**src/sv/sidt_pkg.sv**
```systemverilog
// Shared types and constants for the signed integer to decimal text block.
// Used by the conversion stages, the character serializer and the top level.
`default_nettype none

package sidt_pkg;

    localparam int VALUE_W        = 32;
    localparam int CHAR_W         = 7;
    localparam int DIGITS         = 10;
    localparam int DIGIT_W        = 4;
    localparam int BCD_W          = DIGITS * DIGIT_W;
    localparam int BITS_PER_STAGE = 4;
    localparam int DABBLE_STAGES  = VALUE_W / BITS_PER_STAGE;
    localparam int IDX_W          = 4;

    localparam logic [CHAR_W-1:0] CHAR_MINUS = 7'd45;
    localparam logic [CHAR_W-1:0] CHAR_ZERO  = 7'd48;

    // One number on its way through the binary to BCD conversion.
    typedef struct packed {
        logic               neg;
        logic [BCD_W-1:0]   bcd;
        logic [VALUE_W-1:0] bin;
    } t_work;

endpackage

`default_nettype wire

```
**src/sv/sidt_dabble_stage.sv**
```systemverilog
// One pipeline stage of the shift-and-add-3 binary to BCD conversion.
// Depends on sidt_pkg for the work word layout and stage sizing.
`default_nettype none

module sidt_dabble_stage (
    input  wire logic           i_clk,
    input  wire logic           i_rst_n,
    input  wire logic           i_valid,
    output logic                o_ready,
    input  wire sidt_pkg::t_work i_work,
    output logic                o_valid,
    input  wire logic           i_ready,
    output sidt_pkg::t_work     o_work
);

    logic                          r_valid;
    sidt_pkg::t_work               r_work;
    sidt_pkg::t_work               n_work;
    logic [sidt_pkg::BCD_W-1:0]    v_bcd;
    logic [sidt_pkg::VALUE_W-1:0]  v_bin;

    // Each step corrects every digit that would overflow on doubling,
    // then shifts one binary bit into the BCD field.
    always_comb begin
        v_bcd = i_work.bcd;
        v_bin = i_work.bin;
        for (int it = 0; it < sidt_pkg::BITS_PER_STAGE; it++) begin
            for (int d = 0; d < sidt_pkg::DIGITS; d++) begin
                if (v_bcd[d*sidt_pkg::DIGIT_W +: sidt_pkg::DIGIT_W] >= 4'd5) begin
                    v_bcd[d*sidt_pkg::DIGIT_W +: sidt_pkg::DIGIT_W] =
                        v_bcd[d*sidt_pkg::DIGIT_W +: sidt_pkg::DIGIT_W] + 4'd3;
                end
            end
            {v_bcd, v_bin} = {v_bcd[sidt_pkg::BCD_W-2:0], v_bin, 1'b0};
        end
        n_work.neg = i_work.neg;
        n_work.bcd = v_bcd;
        n_work.bin = v_bin;
    end

    assign o_ready = !r_valid || i_ready;

    always_ff @(posedge i_clk) begin
        if (!i_rst_n) begin
            r_valid <= 1'b0;
        end else if (o_ready) begin
            r_valid <= i_valid;
        end
    end

    always_ff @(posedge i_clk) begin
        if (o_ready && i_valid) begin
            r_work <= n_work;
        end
    end

    assign o_valid = r_valid;
    assign o_work  = r_work;

endmodule

`default_nettype wire

```
**src/sv/sidt_serializer.sv**
```systemverilog
// Emits the text of one converted number, one character per transaction.
// Depends on sidt_pkg for the work word layout and character codes.
`default_nettype none

module sidt_serializer (
    input  wire logic                      i_clk,
    input  wire logic                      i_rst_n,
    input  wire logic                      i_valid,
    output logic                           o_ready,
    input  wire sidt_pkg::t_work           i_work,
    output logic                           o_valid,
    input  wire logic                      i_ready,
    output logic [sidt_pkg::CHAR_W-1:0]    o_char,
    output logic                           o_last
);

    logic                          r_busy;
    logic                          r_sign;
    logic [sidt_pkg::IDX_W-1:0]    r_idx;
    logic [sidt_pkg::BCD_W-1:0]    r_bcd;
    logic [sidt_pkg::IDX_W-1:0]    n_top;
    logic [sidt_pkg::DIGIT_W-1:0]  w_digit;
    logic                          w_take;
    logic                          w_load;

    // Index of the most significant nonzero digit; zero prints one digit.
    always_comb begin
        n_top = '0;
        for (int d = 1; d < sidt_pkg::DIGITS; d++) begin
            if (i_work.bcd[d*sidt_pkg::DIGIT_W +: sidt_pkg::DIGIT_W] != 4'd0) begin
                n_top = sidt_pkg::IDX_W'(d);
            end
        end
    end

    assign w_digit = r_bcd[{r_idx, 2'b00} +: sidt_pkg::DIGIT_W];
    assign o_char  = r_sign ? sidt_pkg::CHAR_MINUS
                            : sidt_pkg::CHAR_ZERO + {3'b000, w_digit};
    assign o_last  = !r_sign && (r_idx == '0);
    assign o_valid = r_busy;

    assign w_take  = r_busy && i_ready;
    assign o_ready = !r_busy || (w_take && o_last);
    assign w_load  = o_ready && i_valid;

    always_ff @(posedge i_clk) begin
        if (!i_rst_n) begin
            r_busy <= 1'b0;
        end else if (w_load) begin
            r_busy <= 1'b1;
        end else if (w_take && o_last) begin
            r_busy <= 1'b0;
        end
    end

    always_ff @(posedge i_clk) begin
        if (w_load) begin
            r_sign <= i_work.neg;
            r_idx  <= n_top;
            r_bcd  <= i_work.bcd;
        end else if (w_take) begin
            if (r_sign) begin
                r_sign <= 1'b0;
            end else begin
                r_idx <= r_idx - sidt_pkg::IDX_W'(1);
            end
        end
    end

endmodule

`default_nettype wire

```
**src/sv/signed_int_to_decimal_text.sv**
```systemverilog
// Signed 32-bit integer to decimal ASCII text, top level.
// Depends on sidt_pkg, sidt_dabble_stage and sidt_serializer.
`default_nettype none

// Each input transaction carries one two's complement integer; the output
// stream returns its decimal text, most significant character first, with a
// leading '-' for negative values, no leading zeros, and tlast on the final
// character. The most negative value prints as -2147483648. The conversion
// runs through a magnitude register and eight shift-and-add-3 stages, and a
// new number can enter that pipeline every cycle unless the output stalls it.
// The output serializer sends one character per cycle while the receiver is
// ready, and loads the next number in the cycle its last character leaves;
// a number's text is 1 to 11 characters long.

module signed_int_to_decimal_text (
    input  wire logic        i_clk,
    input  wire logic        i_rst_n,
    input  wire logic        i_s_axis_tvalid,
    output logic             o_s_axis_tready,
    input  wire logic [31:0] i_s_axis_tdata,   // [31:0] value
    output logic             o_m_axis_tvalid,
    input  wire logic        i_m_axis_tready,
    output logic [7:0]       o_m_axis_tdata,   // [6:0] char_code, [7] zero
    output logic             o_m_axis_tlast
);

    localparam int NS = sidt_pkg::DABBLE_STAGES;

    logic                         r_in_valid;
    sidt_pkg::t_work              r_in_work;
    sidt_pkg::t_work              n_in_work;
    logic                         w_valid [NS+1];
    logic                         w_ready [NS+1];
    sidt_pkg::t_work              w_work  [NS+1];
    logic [sidt_pkg::CHAR_W-1:0]  w_char;

    // Magnitude in unsigned arithmetic, so the most negative value survives.
    always_comb begin
        n_in_work.neg = i_s_axis_tdata[sidt_pkg::VALUE_W-1];
        n_in_work.bcd = '0;
        n_in_work.bin = n_in_work.neg ? (sidt_pkg::VALUE_W'(0) - i_s_axis_tdata)
                                      : i_s_axis_tdata;
    end

    assign o_s_axis_tready = !r_in_valid || w_ready[0];

    always_ff @(posedge i_clk) begin
        if (!i_rst_n) begin
            r_in_valid <= 1'b0;
        end else if (o_s_axis_tready) begin
            r_in_valid <= i_s_axis_tvalid;
        end
    end

    always_ff @(posedge i_clk) begin
        if (o_s_axis_tready && i_s_axis_tvalid) begin
            r_in_work <= n_in_work;
        end
    end

    assign w_valid[0] = r_in_valid;
    assign w_work[0]  = r_in_work;

    for (genvar s = 0; s < NS; s++) begin : g_stage
        sidt_dabble_stage u_stage (
            .i_clk   (i_clk),
            .i_rst_n (i_rst_n),
            .i_valid (w_valid[s]),
            .o_ready (w_ready[s]),
            .i_work  (w_work[s]),
            .o_valid (w_valid[s+1]),
            .i_ready (w_ready[s+1]),
            .o_work  (w_work[s+1])
        );
    end

    sidt_serializer u_ser (
        .i_clk   (i_clk),
        .i_rst_n (i_rst_n),
        .i_valid (w_valid[NS]),
        .o_ready (w_ready[NS]),
        .i_work  (w_work[NS]),
        .o_valid (o_m_axis_tvalid),
        .i_ready (i_m_axis_tready),
        .o_char  (w_char),
        .o_last  (o_m_axis_tlast)
    );

    assign o_m_axis_tdata = {1'b0, w_char};

endmodule

`default_nettype wire

```
**config.mk**
```make
export PLATFORM = sky130hd
export DESIGN_NAME = signed_int_to_decimal_text
export DESIGN_NICKNAME = d
export VERILOG_FILES = /design/src/sv/sidt_pkg.sv /design/src/sv/sidt_dabble_stage.sv /design/src/sv/sidt_serializer.sv /design/src/sv/signed_int_to_decimal_text.sv
export SDC_FILE = /design/constraint.sdc
export NUM_CORES = 1
export LEC_CHECK = 0
export BUFFER_PORTS_ARGS = -buffer_cell sky130_fd_sc_hd__buf_2
export CORE_AREA = 8 8 305 307
export DETAILED_ROUTE_END_ITERATION = 8
export DIE_AREA = 0 0 313 315
export GPL_ROUTABILITY_DRIVEN = 0
export HOLD_SLACK_MARGIN = 0.08
export PLACE_DENSITY = 0.5
export SYNTH_ARGS = -nofsm -noshare
export SYNTH_HDL_FRONTEND = slang
export SYNTH_SLANG_ARGS = --single-unit
```
**constraint.sdc**
```tcl
create_clock -name i_clk -period 7.1 [get_ports i_clk]
set_input_delay 1.42 -clock i_clk [delete_from_list [all_inputs] [get_ports i_clk]]
set_output_delay 1.42 -clock i_clk [all_outputs]
set_load 0.03 [all_outputs]
```
**Yosys cells after proc, flatten, opt, wreduce, memory -nomap -nowiden**

Index checks and enable logic that the tools add are counted.

- Order comparisons: 265
- Muxes and demuxes: 283
- Reduce and logical (&&, ||, !) cells: 47
- Shifts and indexed selects: 1
- Eq/ne operators: 1
- Add/sub/neg operators: 268

Operator list:

| kind | number |
|---|---|
| greater-or-equal comparator 4 x 3 -> 1 bit (second input constant) | 255 |
| 2-to-1 mux 4 bit | 246 |
| adder 4 x 2 -> 4 bit (second input constant) | 234 |
| 2-to-1 mux 3 bit | 26 |
| adder 3 x 2 -> 3 bit (second input constant) | 21 |
| indexed part select 40 x 7 -> 4 bit | 1 |
| nonzero test 4 bit | 9 |
| subtractor 1 x 32 -> 32 bit (first input constant) | 1 |
| 2-to-1 mux 31 bit | 1 |
| adder 1 x 2 -> 3 bit (second input constant) | 8 |
| greater-or-equal comparator 1 x 3 -> 1 bit (second input constant) | 8 |
| logical AND 1 bit | 13 |
| logical NOT 1 bit | 11 |
| logical OR 1 bit | 10 |
| adder 6 x 4 -> 7 bit (first input constant) | 1 |
| 2-to-1 mux 1 bit | 7 |
| 2-to-1 mux 7 bit | 1 |
| adder 1 x 2 -> 3 bit (both inputs constant) | 2 |
| greater-or-equal comparator 1 x 3 -> 1 bit (both inputs constant) | 2 |
| logical NOT 4 bit | 1 |
| 2-to-1 mux 2 bit | 2 |
| nonzero test 2 bit | 2 |
| subtractor 4 x 1 -> 4 bit (second input constant) | 1 |
| inequality test 2 bit (second input constant) | 1 |
| AND reduction 2 bit | 1 |

- Input bits: 36
- Word-level logic and storage cells: 906
- Output and inout port bits: 11
- Register bits: 488

**Logic depth before layout (Yosys ltp)**

Gate-level depths: netlist of run 1.

- Depth in word-level cells: 14
- Mapped depth: 22
- Mapped depth without buffers: 22

**By module**

Synthesis of run 1 repeated with hierarchy kept, for this count alone.

- Cell total of the unflattened synthesis: 7568
- Area total of the unflattened synthesis: 63054.2 um2

By module, submodules not included:

| module | cells an instance | area each (um2) | instances | seq. area each (um2) |
|---|---|---|---|---|
| sidt_dabble_stage | 913 | 7393.3 | 8 | 2092.0 |
| sidt_serializer | 127 | 2092.0 | 1 | 1371.3 |
| signed_int_to_decimal_text | 137 | 1815.5 | 1 | 1011.0 |

**Worst setup path before layout of run 1**

No wires, ideal clock.

- Path type: register to register
- From: register u_ser.r_idx[0] (netlist bit)
- To: register g_stage[3].u_stage.r_work (netlist bit g_stage[3].u_stage.o_work[16]) (enable)
- Clock period less this slack: 6314 ps
- Required time: 6608 ps
- Arrival time: 5823 ps
- Path buffers: 2
- Setup slack: 786 ps
- Setup time: 492 ps
- Stages on the path, launching flop included: 10
- Path through: edfxtp_1 -> clkbuf_1 -> clkbuf_1 -> inv_1 -> ha_1 -> nor4b_1 -> a21boi_0 -> and3_1 -> and3_1 -> a21boi_0

- Word-level cells in the longest chain between the ends: 10

Ends and longest elaborated chain:

| item | line | source |
|---|---|---|
| start: declaration | sidt_serializer.sv:19 | `logic [sidt_pkg::IDX_W-1:0] r_idx;` |
| start signal: assignment | sidt_serializer.sv:59 | `r_idx <= n_top;` |
| start signal: assignment | sidt_serializer.sv:65 | `r_idx <= r_idx - sidt_pkg::IDX_W'(1);` |
| logical NOT 4 bit | sidt_serializer.sv:39 | `assign o_last = !r_sign && (r_idx == '0);` |
| logical AND 1 bit | sidt_serializer.sv:39 |  |
| via o_m_axis_tlast | signed_int_to_decimal_text.sv:24 | `output logic o_m_axis_tlast` |
| logical AND 1 bit | sidt_serializer.sv:43 | `assign o_ready = !r_busy \|\| (w_take && o_last);` |
| logical OR 1 bit | sidt_serializer.sv:43 |  |
| logical OR 1 bit (5 in series) | sidt_dabble_stage.sv:41 | `assign o_ready = !r_valid \|\| i_ready;` |
| logical AND 1 bit | sidt_dabble_stage.sv:52 | `if (o_ready && i_valid) begin` |
| end signal: assignment | sidt_dabble_stage.sv:53 | `r_work <= n_work;` |
| end: declaration | sidt_dabble_stage.sv:17 | `sidt_pkg::t_work r_work;` |

The timed path passes the listed nets, and every way through them passes these cells.
A chain may end at the register's enable or synchronous reset.

**Worst setup path in the final report of run 1**

- From: register u_ser.r_idx[0] (netlist bit)
- To: output o_s_axis_tready

- Word-level cells in the longest chain between the ends: 13

Ends and longest elaborated chain:

| item | line | source |
|---|---|---|
| logical NOT 4 bit | sidt_serializer.sv:39 |  |
| logical AND 1 bit | sidt_serializer.sv:39 |  |
| logical AND 1 bit | sidt_serializer.sv:43 |  |
| logical OR 1 bit | sidt_serializer.sv:43 |  |
| logical OR 1 bit (8 in series) | sidt_dabble_stage.sv:41 |  |
| logical OR 1 bit | signed_int_to_decimal_text.sv:45 | `assign o_s_axis_tready = !r_in_valid \|\| w_ready[0];` |
| end: declaration | signed_int_to_decimal_text.sv:19 | `output logic o_s_axis_tready,` |

Every way passes these cells.

==> results of run 1 <==
registers in the layout, indices dropped and copies added, names as in the netlist:
register	cells
g_stage.u_stage.o_work	305
u_ser.r_bcd	40
r_in_work	33
g_stage.u_stage.o_valid	8
u_ser.r_idx	4
r_in_valid	1
u_ser.o_valid	1
u_ser.r_sign	1
metal layers:
metal	part of all wire [%]	GRT usage [%]	wire length (µm)
met2	47	19.0	26200
met1	49	14.1	27500
met5	0	0	0
met3	2.6	1.59	1460
met4	2.0	2.88	1110
cell usage after synthesis (all sizes together), types with 12 or more instances:
library cell  count  share of area (%)
o21bai           18               0.46
o22ai            35               0.74
and3             16               0.34
o211ai           39                1.0
a31o             16               0.47
a21o             38               0.96
and2             22               0.46
a31oi            62                1.3
nor2b            34               0.73
a22oi            12               0.30
mux2i            94                3.2
inv             206                2.6
nor4             13               0.32
or2              22               0.46
a21oi           262                4.4
a21boi           33               0.83
nor2            240                3.1
nand3            56               0.94
nor3b            34               0.86
nand2b           75                1.6
o31ai            29               0.78
xnor2           139                4.2
nor3             46               0.78
o32a             13               0.44
mux2             66                2.5
ha              149                6.3
xor2             37                1.1
o21a             44                1.1
edfxtp          383                 39
a211oi           36               0.91
clkbuf           79                1.0
o21ai           338                5.7
nand2           248                3.1
a2bb2oi          12               0.35
or3              50                1.1
o22a             15               0.44
cell families (layout without fill, tap and decap cells):
| group | Yosys count | in the layout | synth area share [%] |
|---|---|---|---|
| AO/OA/AOI/OAI | 1118 | 1118 | 23.8 |
| XOR/XNOR | 177 | 177 | 5.32 |
| adder cells (fa/ha/maj) | 150 | 150 | 6.32 |
| buffers and inverters | 296 | 348 | 3.82 |
| flip-flops | 393 | 393 | 39.4 |
| multiplexers | 169 | 169 | 6.36 |
| other | 2 | 3 | 0.0253 |
| AND/OR/NAND/NOR | 896 | 896 | 14.9 |
power groups by stage:
stage               Clock [W]  Combinational [W]  Sequential, W
floorplan                   0           0.000607        0.00268
global route          0.00251           0.000842        0.00264
finish                0.00234           0.000738        0.00263
global placement            0           0.000734        0.00268
CTS                   0.00244           0.000743        0.00263
detailed placement          0           0.000739        0.00268
worst register-to-register path, delay by kind of cell, from the launching register on:
family,cells,cell delay [ns]
fa+ha+maj,3,0.92
buf+inv,3,0.49
compound gates,5,1.69
mux,1,0.25
simple gates,2,0.69
flops,1,0.49
worst paths after layout:
check	slack (ns)	depth (start not counted)	from	end
worst min register to register	0.41	0	g_stage[1].u_stage.o_work[25]$_DFFE_PP_	g_stage[2].u_stage.o_work[29]$_DFFE_PP_
worst max register to register	2.30	14	g_stage[5].u_stage.o_work[40]$_DFFE_PP_	g_stage[6].u_stage.o_work[41]$_DFFE_PP_
worst max-delay path	1.25	10	u_ser.r_idx[0]$_DFFE_PP_	o_s_axis_tready
worst min-delay path	0.41	0	g_stage[1].u_stage.o_work[25]$_DFFE_PP_	g_stage[2].u_stage.o_work[29]$_DFFE_PP_
stage by stage:
step / hold slack (ns) / setup WS, ns / power (W) / instances
final: 0.411 / 1.25 / 0.00572 / 4419
after global routing: 0.421 / 0.940 / 0.00599 / 4419
after CTS: 0.414 / 1.17 / 0.00582 / 4419
after detailed placement: 0.405 / 1.75 / 0.00342 / 4334
after global placement: 0.401 / 1.77 / 0.00342 / 4334
after floorplan: 0.400 / 0.786 / 0.00328 / 3202
cell type report:
class,count,area (µm²)
clock buffer,48,1160
clock inverter,37,353
fill,8818,55300
inverter,206,773
multi-input combinational,2513,16900
sequential,393,11700
tap,1165,1460
timing repair buffer,57,320
==> results.json, run 1 <==
{
  "core-area_mm2": 0.0880,
  "start_util_pct": 33.7,
  "maxCapViolations": 0,
  "crit_fanout": 15,
  "drive_gt1_share_pct": 8.88,
  "drcViolationCount": 0,
  "root_buffer": "clkbuf_16",
  "critPathMaxStageDelay_ns": 0.84,
  "cts_resized": 0,
  "dpl.hpwl_um": 40900,
  "fin_area_mm2": 0.0327,
  "crit_path_start_kind": "flop",
  "drtAntennaViolNets": 0,
  "htreeDepth": 2,
  "setup_viol": 0,
  "rsz0062_at_grt": "no",
  "fp.dieH_um": 315,
  "hold_viol": 0,
  "insertion_delay_ns": 0.61,
  "path_cells": "inv_1, ha_1, nor4b_1, a21boi_0, and3_1, and3_1, and3_1, and3_1, nand2_1, buf_2",
  "grt_max_degree": 44,
  "ys_seq_area_share_pct": 39.4,
  "slew_headroom_pct": 26.2,
  "power.leakage_nw": 11.9,
  "synth_cells": 3201,
  "post-route-min-period_ns": 5.85,
  "cts_tree": "built",
  "status": "finished, final reports clean",
  "worst_slew_pin_slew_ns": 1.10,
  "rows": 109,
  "synthFlopType": "edfxtp_1",
  "path_common_cell": "and3_1",
  "drt-pass1-iter-count": 7,
  "numCtsBuffers": 46,
  "portBuffers": 43,
  "place_area_mm2": 0.0312,
  "timing.clock.skew_ns": 0.0383,
  "p_int_w": 0.00424,
  "mostFrequentLayoutCells": "edfxtp_1, o21ai_0, a21oi_1",
  "grt_usage_pct": 10.9,
  "power.density_mw_per_mm2": 175,
  "wl_per_cell_um": 12.7,
  "clock_path_buffers": 3,
  "critical_path_required_ns": 5.68,
  "drt_iter0_drc": 1259,
  "critPathSlowestCell": "edfxtp_1",
  "clkTransAtPathRegs_ns": 0.06,
  "synth_enable_flop_cells": 383,
  "synth-seq-cells": 393,
  "endpoint_kind": "output pin",
  "vias": 22800,
  "avgSynthCellArea_um2": 9.27,
  "period_share_pct": 82.4,
  "ios": 47,
  "die_x_um": 313,
  "synth-async-reset-ratio_pct": 0,
  "overflow": 0,
  "pwr-share-seq_pct": 46.1,
  "fin_util_pct": 37.2,
  "yosysWarnings": 0,
  "grt_pass1_vias": 21000,
  "vias_per_cell": 5.16,
  "fmax_ghz": 0.171,
  "setup_tns_ns": 0,
  "clock_power_share_pct": 41.0,
  "antenna_found_initial": 0,
  "finalMaxSlewViolations": 0,
  "area_delta_synth_final_pct": 10.2,
  "synth_cell_types": 92,
  "power_frac_comb_pct": 12.9,
  "synth.cell_area_mm2": 0.0297,
  "cts.sinks": 393,
  "swShare_pct": 25.8,
  "grt_pass1_wl_um": 96300,
  "post-cts-setup-buffer-count": 0,
  "die_area_mm2": 0.0986,
  "worstPathBufferInverterCount": 2,
  "switchingPower_w": 0.00148,
  "nets": 3402,
  "ir_worst_vdd_mv": 0.155,
  "final_common_cell": "edfxtp_1",
  "holdBufCountCts": 0,
  "crit_arrival_ns": 4.43,
  "critPathTopFamily": "simple AND/OR/NAND/NOR gates",
  "hold_class": "flop to flop",
  "diodes": 0,
  "path_class": "flop to output pin",
  "wirelength_um": 56200
}
Note: power is estimated with default switching activity, not from simulation.
==> inputs of run 2 (changes only) <==
Settings changed: PLACE_DENSITY 0.5 to 0.52.
Clock period 7.1 ns to 5.05 ns, I/O delays scaled along.
==> run 2 against run 1 <==
Sequential cell count unchanged; critical path depth is the same; sequential share of layout area down 0.13 points; final cell count rose by 0.20%; cell area up 0.36%; total power rose by 42%; via count rose by 1.1%; sequential power rose by 41%; global-route usage fell by 0.071 points; combinational power increased by 41%; utilization is 0.13 points higher; largest power group unchanged.
==> results.json, run 2 (same netlist as run 1, synthesis figures left out) <==
{
  "setup_viol": 0,
  "mostFrequentLayoutCells": "edfxtp_1, o21ai_0, a21oi_1",
  "switchingPower_w": 0.00204,
  "rows": 109,
  "insertion_delay_ns": 0.59,
  "fmax_ghz": 0.220,
  "holdBufCountCts": 0,
  "timing.clock.skew_ns": 0.0222,
  "crit_fanout": 5,
  "dp_slack_ns": 0.698,
  "worstPathBufferInverterCount": 2,
  "grt_max_degree": 43,
  "ios": 47,
  "final_common_cell": "edfxtp_1",
  "fp.dieH_um": 315,
  "pwr-share-seq_pct": 45.6,
  "die_x_um": 313,
  "endpoint_kind": "output pin",
  "critPathMaxStageDelay_ns": 0.41,
  "power.density_mw_per_mm2": 247,
  "critPathTopFamily": "simple AND/OR/NAND/NOR gates",
  "critical_path_required_ns": 4.04,
  "status": "finished, final reports clean",
  "setup_slack_ns": 0.510,
  "portBuffers": 43,
  "wl_met2_um": 26000,
  "clkTransAtPathRegs_ns": 0.06,
  "wl_met3_um": 1770,
  "finalMaxSlewViolations": 0,
  "drt-pass1-iter-count": 5,
  "root_buffer": "clkbuf_16",
  "setup_tns_ns": 0,
  "grt_pass1_vias": 21000,
  "slew_headroom_pct": 24.3,
  "rsz0062_at_grt": "no",
  "cts.sinks": 393,
  "period_share_pct": 89.9,
  "cts_tree": "built",
  "vias": 23100,
  "dpl.cell_count": 4339,
  "power_frac_comb_pct": 12.8,
  "m1WireLength_um": 27000,
  "dpl.hpwl_um": 40700,
  "path_common_cell": "and3_1",
  "core-area_mm2": 0.0880,
  "worst_slew_pin_slew_ns": 1.13,
  "diodes": 0,
  "largest_reg_flops": 305,
  "start_util_pct": 33.7,
  "fin_cells": 4428,
  "clock_power_share_pct": 41.6,
  "area_delta_synth_final_pct": 10.6,
  "hold_class": "flop to flop",
  "grt_usage_pct": 10.9,
  "post-route-min-period_ns": 4.54,
  "maxCapViolations": 0,
  "htreeDepth": 2,
  "overflow": 0,
  "swShare_pct": 25.2,
  "antenna_found_initial": 0,
  "path_class": "flop to output pin",
  "path_cells": "inv_1, ha_1, nor4b_1, a21boi_0, and3_1, and3_1, and3_1, and3_1, nand2_1, buf_2",
  "dr.max_layer_used": "met4",
  "numCtsBuffers": 46,
  "nets": 3410,
  "ir_worst_vdd_mv": 0.228,
  "wl_per_cell_um": 12.6,
  "vias_per_cell": 5.21,
  "crit_arrival_ns": 3.53,
  "crit_path_start_kind": "flop",
  "drt_iter0_drc": 1332,
  "fin_util_pct": 37.3,
  "wirelength_um": 55800,
  "hold_viol": 0,
  "drive_gt1_share_pct": 9.10,
  "clock_path_buffers": 3,
  "drcViolationCount": 0,
  "power.leakage_nw": 12.0,
  "drtAntennaViolNets": 0,
  "critPathSlowestCell": "edfxtp_1",
  "p_int_w": 0.00607,
  "die_area_mm2": 0.0986,
  "grt_pass1_wl_um": 95700
}
run 2: final cells by class:
class                   instances  area [µm²]
clock inverters                36         399
clock buffers                  50        1170
inverters                     206         773
repair buffers                 65         380
multi-input cells            2513       16900
fillers                      8797       55200
well taps                    1165        1460
flip-flops and latches        393       11700
run 2: stage by stage:
step	hold WS, ns	power [W]	instance area [µm²]
3_3_place_gp	0.400	0.00480	31200
5_1_grt	0.421	0.00853	32800
2_1_floorplan	0.400	0.00461	29700
6_report	0.415	0.00811	32800
3_5_place_dp	0.405	0.00481	31200
4_1_cts	0.415	0.00827	32800
run 2: layer usage:
metal / vias to the layer above / GRT usage (%)
met3: 69 / 1.64
met5: - / 0
met2: 280 / 18.9
met1: 10600 / 14.1
met4: 0 / 2.61
li1: 12100 / -
run 2: worst paths after layout:
kind / from / endpoint / slack, ns / cells after the start
min reg2reg: g_stage[1].u_stage.o_work[11]$_DFFE_PP_ / g_stage[2].u_stage.o_work[15]$_DFFE_PP_ / 0.41 / 0
max: u_ser.r_idx[1]$_DFFE_PP_ / o_s_axis_tready / 0.51 / 10
max reg2reg: g_stage[5].u_stage.o_work[40]$_DFFE_PP_ / g_stage[6].u_stage.o_work[41]$_DFFE_PP_ / 0.79 / 15
min: g_stage[1].u_stage.o_work[11]$_DFFE_PP_ / g_stage[2].u_stage.o_work[15]$_DFFE_PP_ / 0.41 / 0
run 2: power by group through the flow:
stage	Sequential [W]	Clock [W]	Combinational (W)
2_1_floorplan	0.00376	0	0.000853
3_3_place_gp	0.00377	0	0.00103
3_5_place_dp	0.00377	0	0.00104
4_1_cts	0.00370	0.00352	0.00104
5_1_grt	0.00371	0.00363	0.00119
6_report	0.00370	0.00338	0.00104
run 2: repair_timing:
| item | in CTS | in global routing |
|---|---|---|
| endpoints found under the setup margin | 0 | 2 |
| buffers inserted | 0 | 3 |
| gates resized for setup | 0 | 1 |
